==> config.mk <==
export PLATFORM = sky130hd
export DESIGN_NAME = ab_feed_sequence_arbiter
export DESIGN_NICKNAME = d
export VERILOG_FILES = /design/src/hw/rtl/abfs_pkg.sv /design/src/hw/rtl/abfs_cell.sv /design/src/hw/rtl/ab_feed_sequence_arbiter.sv
export SDC_FILE = /design/constraint.sdc
export NUM_CORES = 1
export LEC_CHECK = 0
export ABC_AREA = 0
export BUFFER_PORTS_ARGS = -buffer_cell sky130_fd_sc_hd__buf_2
export CAP_MARGIN = 20
export CELL_PAD_IN_SITES_DETAIL_PLACEMENT = 1
export CELL_PAD_IN_SITES_GLOBAL_PLACEMENT = 1
export CORE_MARGIN = 2
export CORE_UTILIZATION = 32
export DETAILED_ROUTE_END_ITERATION = 8
export GPL_TIMING_DRIVEN = 1
export PLACE_DENSITY_LB_ADDON = 0.1
export SYNTH_ARGS = -nofsm -noshare
export SYNTH_HDL_FRONTEND = slang
export SYNTH_SLANG_ARGS = --single-unit
==> constraint.sdc <==
create_clock -name i_clk -period 30.5 [get_ports i_clk]
set_clock_uncertainty 0.15 [all_clocks]
set_input_delay 4.575 -clock i_clk [delete_from_list [all_inputs] [get_ports i_clk]]
set_output_delay 4.575 -clock i_clk [all_outputs]
set_load 0.01 [all_outputs]
==> src/hw/rtl/abfs_pkg.sv <==
// abfs_pkg: shared types and codes for the a/b feed sequence arbiter
// used by abfs_cell and ab_feed_sequence_arbiter; depends on nothing

package abfs_pkg;

    localparam int SEQ_W = 64;
    localparam int CNT_W = 6;
    localparam int DISP_W = 3;

    localparam logic FUNC_PACKET = 1'b0;
    localparam logic FUNC_SKIP   = 1'b1;

    localparam logic [DISP_W-1:0] DISP_DELIVERED = 3'd0;
    localparam logic [DISP_W-1:0] DISP_STALE_DUP = 3'd1;
    localparam logic [DISP_W-1:0] DISP_HELD_DUP  = 3'd2;
    localparam logic [DISP_W-1:0] DISP_HELD      = 3'd3;
    localparam logic [DISP_W-1:0] DISP_BEYOND    = 3'd4;
    localparam logic [DISP_W-1:0] DISP_SKIP_NONE = 3'd5;
    localparam logic [DISP_W-1:0] DISP_SKIP_REL  = 3'd6;

    typedef enum logic [1:0] {
        ST_IDLE,
        ST_SEEK,
        ST_DRAIN,
        ST_EMIT
    } t_state;

    typedef struct packed {
        logic             func;
        logic [SEQ_W-1:0] seq;
    } t_in_word;

    typedef struct packed {
        logic              released_valid;
        logic [SEQ_W-1:0]  released_seq;
        logic              last;
        logic [DISP_W-1:0] disposition;
        logic [SEQ_W-1:0]  next_expected;
        logic [CNT_W-1:0]  buffered_count;
        logic [SEQ_W-1:0]  duplicate_count;
        logic              gap_open;
    } t_out_word;

    typedef struct packed {
        logic shift;
        logic set;
    } t_cell_ctl;

endpackage

==> src/hw/rtl/abfs_cell.sv <==
// abfs_cell: one occupancy bit of the reorder window
// shifts toward bit 0 from its neighbor or sets on insert; uses abfs_pkg

module abfs_cell (
    input  logic                 i_clk,
    input  logic                 i_rst_n,
    input  abfs_pkg::t_cell_ctl  i_ctl,
    input  logic                 i_next,
    output logic                 o_bit
);

    logic r_bit;
    logic n_bit;

    always_comb begin
        n_bit = r_bit;
        if (i_ctl.shift) begin
            n_bit = i_next;
        end else if (i_ctl.set) begin
            n_bit = 1'b1;
        end
    end

    always_ff @(posedge i_clk) begin
        if (!i_rst_n) begin
            r_bit <= 1'b0;
        end else begin
            r_bit <= n_bit;
        end
    end

    assign o_bit = r_bit;

endmodule

==> src/hw/rtl/ab_feed_sequence_arbiter.sv <==
// ab_feed_sequence_arbiter: merges two sequenced feeds, holds early packets in
// a row of abfs_cell bits and releases them in order; uses abfs_pkg
//
//  channel | valid       | stall        | word
//  input   | i_in_valid  | o_in_stall   | i_in_data  (abfs_pkg::t_in_word)
//  output  | o_out_valid | i_out_stall  | o_out_data (abfs_pkg::t_out_word)
//
// an item that releases nothing or only its own number goes from idle to emit
// a packet that drains held numbers passes through drain, then emits a word each
// a skip with held numbers walks empty cells in seek, then drains and emits
// the cell row shifts one place a cycle, which sets the drain and skip time
// reset: synchronous active low, expected number 1, window and counts clear
// an output stall holds the emit state; intake stalls until the last word loads

module ab_feed_sequence_arbiter #(
    parameter int WINDOW = 32
) (
    input  logic                 i_clk,
    input  logic                 i_rst_n,
    input  logic                 i_in_valid,
    output logic                 o_in_stall,
    input  abfs_pkg::t_in_word   i_in_data,
    output logic                 o_out_valid,
    input  logic                 i_out_stall,
    output abfs_pkg::t_out_word  o_out_data
);

    localparam int IDX_W  = $clog2(WINDOW);
    localparam int LEFT_W = $clog2(WINDOW + 2);
    localparam int SEQ_W  = abfs_pkg::SEQ_W;
    localparam int CNT_W  = abfs_pkg::CNT_W;

    abfs_pkg::t_state              r_state;
    abfs_pkg::t_state              n_state;
    logic [SEQ_W-1:0]              r_exp;
    logic [SEQ_W-1:0]              n_exp;
    logic [SEQ_W-1:0]              r_dup;
    logic [SEQ_W-1:0]              n_dup;
    logic [CNT_W-1:0]              r_cnt;
    logic [CNT_W-1:0]              n_cnt;
    logic [abfs_pkg::DISP_W-1:0]   r_disp;
    logic [abfs_pkg::DISP_W-1:0]   n_disp;
    logic [SEQ_W-1:0]              r_rel_cur;
    logic [SEQ_W-1:0]              n_rel_cur;
    logic [LEFT_W-1:0]             r_left;
    logic [LEFT_W-1:0]             n_left;
    logic                          r_ovalid;
    logic                          n_ovalid;
    abfs_pkg::t_out_word           r_odata;
    abfs_pkg::t_out_word           n_odata;

    logic [WINDOW-1:0]             w_bits;
    logic [WINDOW-1:0]             w_next;
    abfs_pkg::t_cell_ctl           w_ctl [WINDOW];

    logic                          w_acc;
    logic                          w_pkt;
    logic                          w_lt;
    logic                          w_eq;
    logic [SEQ_W-1:0]              w_d;
    logic                          w_far;
    logic [IDX_W-1:0]              w_idx;
    logic                          w_hit;
    logic                          w_any;
    logic                          w_skip_none;
    logic                          w_load;
    logic                          w_released;
    logic [SEQ_W-1:0]              w_dup_inc;
    logic                          w_shift;
    logic                          w_ins;

    // cell row
    assign w_next = {1'b0, w_bits[WINDOW-1:1]};

    for (genvar g = 0; g < WINDOW; g++) begin : g_cell
        abfs_cell u_cell (
            .i_clk   (i_clk),
            .i_rst_n (i_rst_n),
            .i_ctl   (w_ctl[g]),
            .i_next  (w_next[g]),
            .o_bit   (w_bits[g])
        );
    end

    // intake decode
    assign w_acc       = i_in_valid && (r_state == abfs_pkg::ST_IDLE);
    assign w_pkt       = (i_in_data.func == abfs_pkg::FUNC_PACKET);
    assign w_lt        = (i_in_data.seq < r_exp);
    assign w_eq        = (i_in_data.seq == r_exp);
    assign w_d         = i_in_data.seq - r_exp;
    assign w_far       = (w_d > SEQ_W'(WINDOW));
    assign w_idx       = IDX_W'(w_d - SEQ_W'(1));
    assign w_hit       = w_bits[w_idx];
    assign w_any       = |w_bits;
    assign w_skip_none = (r_cnt == '0) || !w_any;
    assign w_load      = (r_state == abfs_pkg::ST_EMIT) && (!r_ovalid || !i_out_stall);
    assign w_released  = (r_disp == abfs_pkg::DISP_DELIVERED)
                      || (r_disp == abfs_pkg::DISP_SKIP_REL);
    assign w_dup_inc   = (r_dup == '1) ? r_dup : r_dup + SEQ_W'(1);

    // next state
    always_comb begin
        n_state = r_state;
        case (r_state)
            abfs_pkg::ST_IDLE: begin
                if (w_acc) begin
                    if (w_pkt && w_eq && w_bits[0]) begin
                        n_state = abfs_pkg::ST_DRAIN;
                    end else if (!w_pkt && !w_skip_none) begin
                        n_state = abfs_pkg::ST_SEEK;
                    end else begin
                        n_state = abfs_pkg::ST_EMIT;
                    end
                end
            end
            abfs_pkg::ST_SEEK: begin
                if (w_bits[0]) begin
                    n_state = abfs_pkg::ST_DRAIN;
                end
            end
            abfs_pkg::ST_DRAIN: begin
                if (!w_bits[0]) begin
                    n_state = abfs_pkg::ST_EMIT;
                end
            end
            abfs_pkg::ST_EMIT: begin
                if (w_load && (r_left <= LEFT_W'(1))) begin
                    n_state = abfs_pkg::ST_IDLE;
                end
            end
            default: begin
                n_state = abfs_pkg::ST_IDLE;
            end
        endcase
    end

    // state outputs
    always_comb begin
        w_shift = 1'b0;
        w_ins   = 1'b0;
        case (r_state)
            abfs_pkg::ST_IDLE: begin
                w_shift = w_acc && w_pkt && w_eq && !w_bits[0];
                w_ins   = w_acc && w_pkt && !w_lt && !w_eq && !w_far && !w_hit;
            end
            abfs_pkg::ST_SEEK: begin
                w_shift = !w_bits[0];
            end
            abfs_pkg::ST_DRAIN: begin
                w_shift = 1'b1;
            end
            default: begin
                w_shift = 1'b0;
                w_ins   = 1'b0;
            end
        endcase
    end

    always_comb begin
        for (int g = 0; g < WINDOW; g++) begin
            w_ctl[g].shift = w_shift;
            w_ctl[g].set   = w_ins && (w_idx == IDX_W'(g));
        end
    end

    // datapath
    always_comb begin
        n_exp     = r_exp;
        n_dup     = r_dup;
        n_cnt     = r_cnt;
        n_disp    = r_disp;
        n_rel_cur = r_rel_cur;
        n_left    = r_left;
        n_ovalid  = r_ovalid;
        n_odata   = r_odata;

        if (r_ovalid && !i_out_stall) begin
            n_ovalid = 1'b0;
        end

        case (r_state)
            abfs_pkg::ST_IDLE: begin
                if (w_acc) begin
                    n_left = '0;
                    if (w_pkt) begin
                        if (w_lt) begin
                            n_dup  = w_dup_inc;
                            n_disp = abfs_pkg::DISP_STALE_DUP;
                        end else if (w_eq) begin
                            n_disp    = abfs_pkg::DISP_DELIVERED;
                            n_rel_cur = r_exp;
                            n_left    = LEFT_W'(1);
                            n_exp     = r_exp + SEQ_W'(1);
                        end else if (w_far) begin
                            n_disp = abfs_pkg::DISP_BEYOND;
                        end else if (w_hit) begin
                            n_dup  = w_dup_inc;
                            n_disp = abfs_pkg::DISP_HELD_DUP;
                        end else begin
                            n_cnt  = r_cnt + CNT_W'(1);
                            n_disp = abfs_pkg::DISP_HELD;
                        end
                    end else if (w_skip_none) begin
                        n_disp = abfs_pkg::DISP_SKIP_NONE;
                    end else begin
                        n_disp = abfs_pkg::DISP_SKIP_REL;
                    end
                end
            end
            abfs_pkg::ST_SEEK: begin
                n_exp = r_exp + SEQ_W'(1);
                if (w_bits[0]) begin
                    n_rel_cur = r_exp + SEQ_W'(1);
                end
            end
            abfs_pkg::ST_DRAIN: begin
                if (w_bits[0]) begin
                    n_exp  = r_exp + SEQ_W'(1);
                    n_left = r_left + LEFT_W'(1);
                    if (r_cnt != '0) begin
                        n_cnt = r_cnt - CNT_W'(1);
                    end
                end
            end
            abfs_pkg::ST_EMIT: begin
                if (w_load) begin
                    n_ovalid                = 1'b1;
                    n_odata.released_valid  = w_released;
                    n_odata.released_seq    = w_released ? r_rel_cur : '0;
                    n_odata.last            = (r_left <= LEFT_W'(1));
                    n_odata.disposition     = r_disp;
                    n_odata.next_expected   = r_exp;
                    n_odata.buffered_count  = r_cnt;
                    n_odata.duplicate_count = r_dup;
                    n_odata.gap_open        = (r_cnt != '0);
                    n_rel_cur               = r_rel_cur + SEQ_W'(1);
                    if (r_left != '0) begin
                        n_left = r_left - LEFT_W'(1);
                    end
                end
            end
            default: begin
                n_left = '0;
            end
        endcase
    end

    always_ff @(posedge i_clk) begin
        if (!i_rst_n) begin
            r_state  <= abfs_pkg::ST_IDLE;
            r_exp    <= SEQ_W'(1);
            r_dup    <= '0;
            r_cnt    <= '0;
            r_left   <= '0;
            r_ovalid <= 1'b0;
        end else begin
            r_state  <= n_state;
            r_exp    <= n_exp;
            r_dup    <= n_dup;
            r_cnt    <= n_cnt;
            r_left   <= n_left;
            r_ovalid <= n_ovalid;
        end
    end

    always_ff @(posedge i_clk) begin
        r_disp    <= n_disp;
        r_rel_cur <= n_rel_cur;
        r_odata   <= n_odata;
    end

    assign o_in_stall  = (r_state != abfs_pkg::ST_IDLE);
    assign o_out_valid = r_ovalid;
    assign o_out_data  = r_odata;

`ifndef NO_ASSERTIONS
    a_count_matches_row: assert property (@(posedge i_clk) disable iff (!i_rst_n)
        (r_state == abfs_pkg::ST_IDLE) |-> (32'(r_cnt) == 32'($countones(w_bits))))
        else $error("held count disagrees with occupied cells");

    a_seek_has_target: assert property (@(posedge i_clk) disable iff (!i_rst_n)
        (r_state == abfs_pkg::ST_SEEK) |-> w_any)
        else $error("skip walk with an empty window");

    a_idle_holds_expected: assert property (@(posedge i_clk) disable iff (!i_rst_n)
        (r_state == abfs_pkg::ST_IDLE && !w_acc) |=> $stable(r_exp))
        else $error("expected number moved without an item");

    a_release_disposition: assert property (@(posedge i_clk) disable iff (!i_rst_n)
        (o_out_valid && o_out_data.released_valid) |->
        (o_out_data.disposition == abfs_pkg::DISP_DELIVERED
         || o_out_data.disposition == abfs_pkg::DISP_SKIP_REL))
        else $error("released word with a non-release disposition");
`endif

endmodule
[Word-level counts from Yosys, hierarchy flattened]
Index checks and enable logic that the tools add are counted.
W data, S select, Z words.
Storage, ports and cells
  output and inout bits: 206
  bits of input ports: 69
  register bits: 446
Cells by class
  order comparisons: 4
  equality and inequality tests: 53
  add/subtract/negate cells: 9
  bitwise gates (word level): 2
  reductions and logical operators: 111
  mux-type cells: 116
Operator list (count)
  $mux W64: 15
  $pmux W64 S3: 2
  $add A64 B1 Y64 const B: 3
  $eq A5 B5 Y1 const B: 16
  $mux W6: 12
  $mux W1: 71
  $reduce_bool A2 Y1: 34
  $eq A64 B64 Y1: 1
  $eq A64 B64 Y1 const B: 1
  $gt A64 B6 Y1 const B: 1
  $lt A64 B64 Y1: 1
  $sub A64 B64 Y64: 1
  $logic_and A1 B1 Y1: 46
  $eq A5 B4 Y1 const B: 8
  $reduce_or A32 Y1: 1
  $ne A2 B2 Y1 const B: 12
  $eq A5 B3 Y1 const B: 4
  $pmux W6 S3: 1
  $mux W2: 7
  $add A6 B1 Y6 const B: 2
  $mux W3: 4
  $pmux W6 S2: 1
  $reduce_and A6 Y1: 2
  $reduce_bool A6 Y1: 2
  other kinds (27): 47

[Logic depth before layout (Yosys ltp)]
  depth after elaboration: 11
  depth in mapped cells: 19

[By module]
A second synthesis with hierarchy kept.
Unflattened totals
  cells, all modules: 2765
  area, all modules: 25575.8 um^2
By module, submodules not included
  ab_feed_sequence_arbiter: seq. area each 11000.6 um^2, area each 24414.7 um^2, times used 1, cells an instance 2669
  abfs_cell: seq. area each 20.0 um^2, area each 36.3 um^2, times used 32, cells an instance 3

[Worst setup path after synthesis]
No wires, ideal clock.
  path type: input -> register
  start point: input port i_out_stall
  end point: register r_odata (netlist bit o_out_data[0]), enable pin
  required time: 29514 ps
  path slack: 15374 ps
  cell stages on the path: 1
  buffers on the path: 0
  data arrival time: 14140 ps
  cell sequence: a21oi_1
On the way
  cells in the longest elaborated chain, start to end: 4
Ends and longest elaborated chain
  start, declared: line ab_feed_sequence_arbiter.sv:24  | input logic i_out_stall,
  $logic_not A1 Y1: line ab_feed_sequence_arbiter.sv:96  | assign w_load = (r_state == abfs_pkg::ST_EMIT) && (!r_ovalid || !i_out_stall);
  $logic_or A1 B1 Y1: line ab_feed_sequence_arbiter.sv:96
  $logic_and A1 B1 Y1: line ab_feed_sequence_arbiter.sv:96
  $reduce_and A2 Y1 (no line)
  end signal, assigned: line ab_feed_sequence_arbiter.sv:269  | r_odata <= n_odata;
  end, declared: line ab_feed_sequence_arbiter.sv:49  | abfs_pkg::t_out_word r_odata;
Every way passes these cells.
A chain may end at the register's enable or synchronous reset.

[Final worst setup path]
  start point: input port i_in_data[14] (netlist name)
  end point: register r_dup[15]
On the way
  cells in the longest elaborated chain, start to end: 4
  elaborated cells on any way between the ends: 9
  classes of those cells: 1 x add/sub; 2 x order compare; 3 x eq/ne; 1 x mux; 2 x reduce/logical
Ends and longest elaborated chain
  start, declared: line ab_feed_sequence_arbiter.sv:22  | input abfs_pkg::t_in_word i_in_data,
  $sub A64 B64 Y64: line ab_feed_sequence_arbiter.sv:90  | assign w_d = i_in_data.seq - r_exp;
  $gt A64 B6 Y1: line ab_feed_sequence_arbiter.sv:91  | assign w_far = (w_d > SEQ_W'(WINDOW));
  $ne A2 B2 Y1 (no line)
  $reduce_and A6 Y1 (no line)
  end signal, assigned: line ab_feed_sequence_arbiter.sv:259  | r_dup <= n_dup;
  end, declared: line ab_feed_sequence_arbiter.sv:37  | logic [SEQ_W-1:0] r_dup;
Parallel ways exist; a longest one is shown, timed or not.

==> impl_metrics.py <==
metrics = {
    "sta": {
        "hold_viol_final": 0,
        "setup_tns_ns": 0,
        "finalSetupViolCount": 0,
        "finalCritPeriodShare_pct": 33.29,
        "slew_headroom_pct": 19.06,
        "period_needed_ns": 10.15,
        "setup_slack_ns": 20.35,
        "tightest_slew_ns": 1.203,
        "timing.fmax_mhz": 98.50,
        "maxSlewViolCount": 0,
        "rsz0062_at_grt": "no",
    },
    "power": {
        "p_per_area_nw_per_um2": 69.64,
        "irDropWorstVdd_v": 0.00006500,
        "p_switching_w": 0.0007820,
        "comb_power_share_pct": 30.8,
        "pwr-share-clk_pct": 29.7,
        "p_seq_share_pct": 39.5,
        "intPower_w": 0.001311,
        "power_leakage_nw": 10.80,
        "switching_share_pct": 37.36,
    },
    "synth": {
        "ys_ff_latch": 446,
        "synth_top_cell_by_area": "edfxtp_1",
        "synth.distinct_cells": 86,
        "synth_cells": 2840,
        "syn_avg_cell_area_sq_um": 9.158,
        "syn-cell-area_sq_um": 26010,
        "synth_top_area_share_pct": 31.29,
        "syn-num-nets": 2995,
        "synth_area_leaders": "edfxtp_1 31%, dfxtp_1 13%, nand2_1 5.4%, ha_1 4.0%, a21oi_1 3.5%",
        "synth.most_common_cell": "nand2_1",
        "async_reset_ff_share_pct": 0,
        "synthTopCellsByCount": "375 x nand2_1, 271 x edfxtp_1, 190 x nor2_1",
        "synth-warning-count": 0,
        "synth-edff-count": 271,
        "ys.flop_type": "edfxtp_1",
        "ys_seq_area_share_pct": 44.76,
    },
    "floorplanning": {
        "die_width_um": 289.1,
        "dieArea_sq_um": 83570,
        "start_util_pct": 32.29,
        "pin_count": 275,
        "num_rows": 104,
        "die_h_um": 289.1,
        "core_area_sq_um": 80550,
    },
    "route": {
        "ant_nets": 0,
        "drc": 0,
        "viasPerCell": 5.630,
        "drt_iter0_drc": 1452,
        "drt_pass1_iterations": 7,
        "wire_per_inst_um": 24.54,
        "drt_wl_total_mm": 101.7,
        "vias": 23330,
    },
    "clocking": {
        "clkSinkCount": 446,
        "cts_root_buf": "clkbuf_16",
        "numCtsBuffers": 53,
        "clk_latency_ns": 0.62,
        "cts_resized": 0,
        "clkTransAtPathRegs_ns": 0.06,
        "cts_tree": "built",
        "hold_buffers": 0,
        "post_cts_buffers": 0,
        "cts-htree-levels": 2,
        "clockBufferDepth": 3,
    },
    "setup_path": {
        "start_kind": "input port",
        "endpoint_kind": "flop",
        "cp.arrival_ns": 10.55,
        "path_max_fanout": 22,
        "critPathKind": "in2reg",
        "worst_r2r_path_depth": 14,
        "rr_endpoint": "r_dup[15]",
        "worstReg2RegStart": "r_exp[14]",
        "crit_required_ns": 30.90,
        "r2r_setup_slack_ns": 23.68,
    },
    "placed_design": {
        "dp_hpwl_mm": 77.29,
        "pre_cts_slack_ns": 19.87,
        "gp_congestion": 0.9047,
        "portBuffers": 274,
    },
    "grt": {
        "grt_pass1_vias": 23270,
        "grt_max_degree": 90,
        "grt.overflow.total": 0,
        "grt_pass1_wl_mm": 150.8,
        "grtUsageTotal_pct": 23.71,
        "antenna_found_initial": 8,
    },
    "outcome": {
        "outcome": "completed",
    },
    "finish": {
        "drive_gt1_share_pct": 13.79,
        "fill_cells": 9342,
        "area_growth_pct": 15.58,
        "finish.utilization_pct": 37.32,
        "multi_input_area_sq_um": 13410,
        "nets": 3192,
        "register_area_sq_um": 11640,
    },
    "worst_hold_path": {
        "min_path_cells": 0,
        "hold_class": "reg2reg",
        "min-delay-start": "r_disp[2]",
        "holdPathEnd": "o_out_data[137]",
    },
    "job": {
        "max-cap-violations": 0,
    },
}
-- layer usage --
metal  global-route usage [%]  up-vias  routed length, um
met5                        0        -                 57
met4                    6.791        8               2835
met3                    2.630      145               4263
li1                         -    10850                  -
met1                    33.74    11770              48110
met2                    37.95      565              46450
-- power by group through the flow --
stage | sequential [W] | clock (W) | combinational, W
floorplan | 0.000847 | 0 | 0.000402
global placement | 0.000835 | 0 | 0.000626
detailed placement | 0.000839 | 0 | 0.000640
CTS | 0.000827 | 0.000640 | 0.000644
global route | 0.000837 | 0.000662 | 0.000703
finish | 0.000827 | 0.000623 | 0.000644
-- per-stage QoR --
step	cell area, sq um	hold slack, ns	total power, W	cells
6_report	30060	0.3279	0.002093	4144
5_1_grt	30060	0.3388	0.002201	4143
2_1_floorplan	26010	0.2800	0.001249	2840
3_3_place_gp	28300	0.2995	0.001461	4039
4_1_cts	30030	0.3262	0.002110	4141
3_5_place_dp	28320	0.3118	0.001480	4041
-- layout make-up --
type / count / area share [%]
well taps: 1060 / 4.412
multi-input cells: 2133 / 44.61
diodes: 2 / 0.01665
clock inverters: 36 / 0.9824
clock buffers: 64 / 4.683
repair buffers: 297 / 5.241
flip-flops and latches: 446 / 38.73
inverters: 106 / 1.324
-- worst max-delay path: stages --
cell and delay, ns:
buf_2 0.10, ha_1 0.61, nand4_1 0.33, a2111oi_0 0.70, nor3_2 0.20, o41ai_1 1.05
xnor2_1 0.20, o211ai_1 0.12, or4_1 0.58, nor4_4 0.33, nand4b_2 0.37, nand2_1 0.83
and4_1 0.35, mux2i_1 0.19
-- layout by cell type, fill, tap and decap left out, types with 101 or more instances in the layout --
cell,instances
a21oi_1,179
dfxtp_1,175
inv_1,103
xnor2_1,101
nand3_1,131
buf_2,273
o21ai_0,156
edfxtp_1,271
nor2_1,188
nand2_1,375
-- state kept, by name (all words and copies together), names as in the netlist --
| register | cells |
|---|---|
| g_cell.u_cell.o_bit | 32 |
| o_out_data | 204 |
| o_out_valid | 1 |
| r_cnt | 6 |
| r_disp | 3 |
| r_dup | 64 |
| r_exp | 64 |
| r_left | 6 |
| r_rel_cur | 64 |
| r_state | 2 |
-- kinds of logic (layout without fill, tap and decap cells) --
kind of cell	count (synthesis)	in the layout	synth area share [%]
other	0	2	0
buffers and inverters	261	503	3.873
multiplexers	75	75	3.281
AO/OA/AOI/OAI	639	639	16.00
adder cells (fa/ha/maj)	86	86	4.195
flip-flops	446	446	44.76
AND/OR/NAND/NOR	1189	1189	23.04
XOR/XNOR	144	144	4.849
-- worst max-delay path by stage --
stage	slack, ns	depth (start not counted)	start	to
floorplan	15.37	1	i_out_stall	o_out_data[0]
global placement	19.93	15	i_in_data[14]	r_dup[38]
detailed placement	19.87	14	i_in_data[14]	r_dup[15]
CTS	20.49	14	i_in_data[14]	r_dup[15]
global route	20.16	15	i_in_data[4]	r_dup[15]
finish	20.35	14	i_in_data[14]	r_dup[15]
Note: power is estimated with default switching activity, not from simulation.
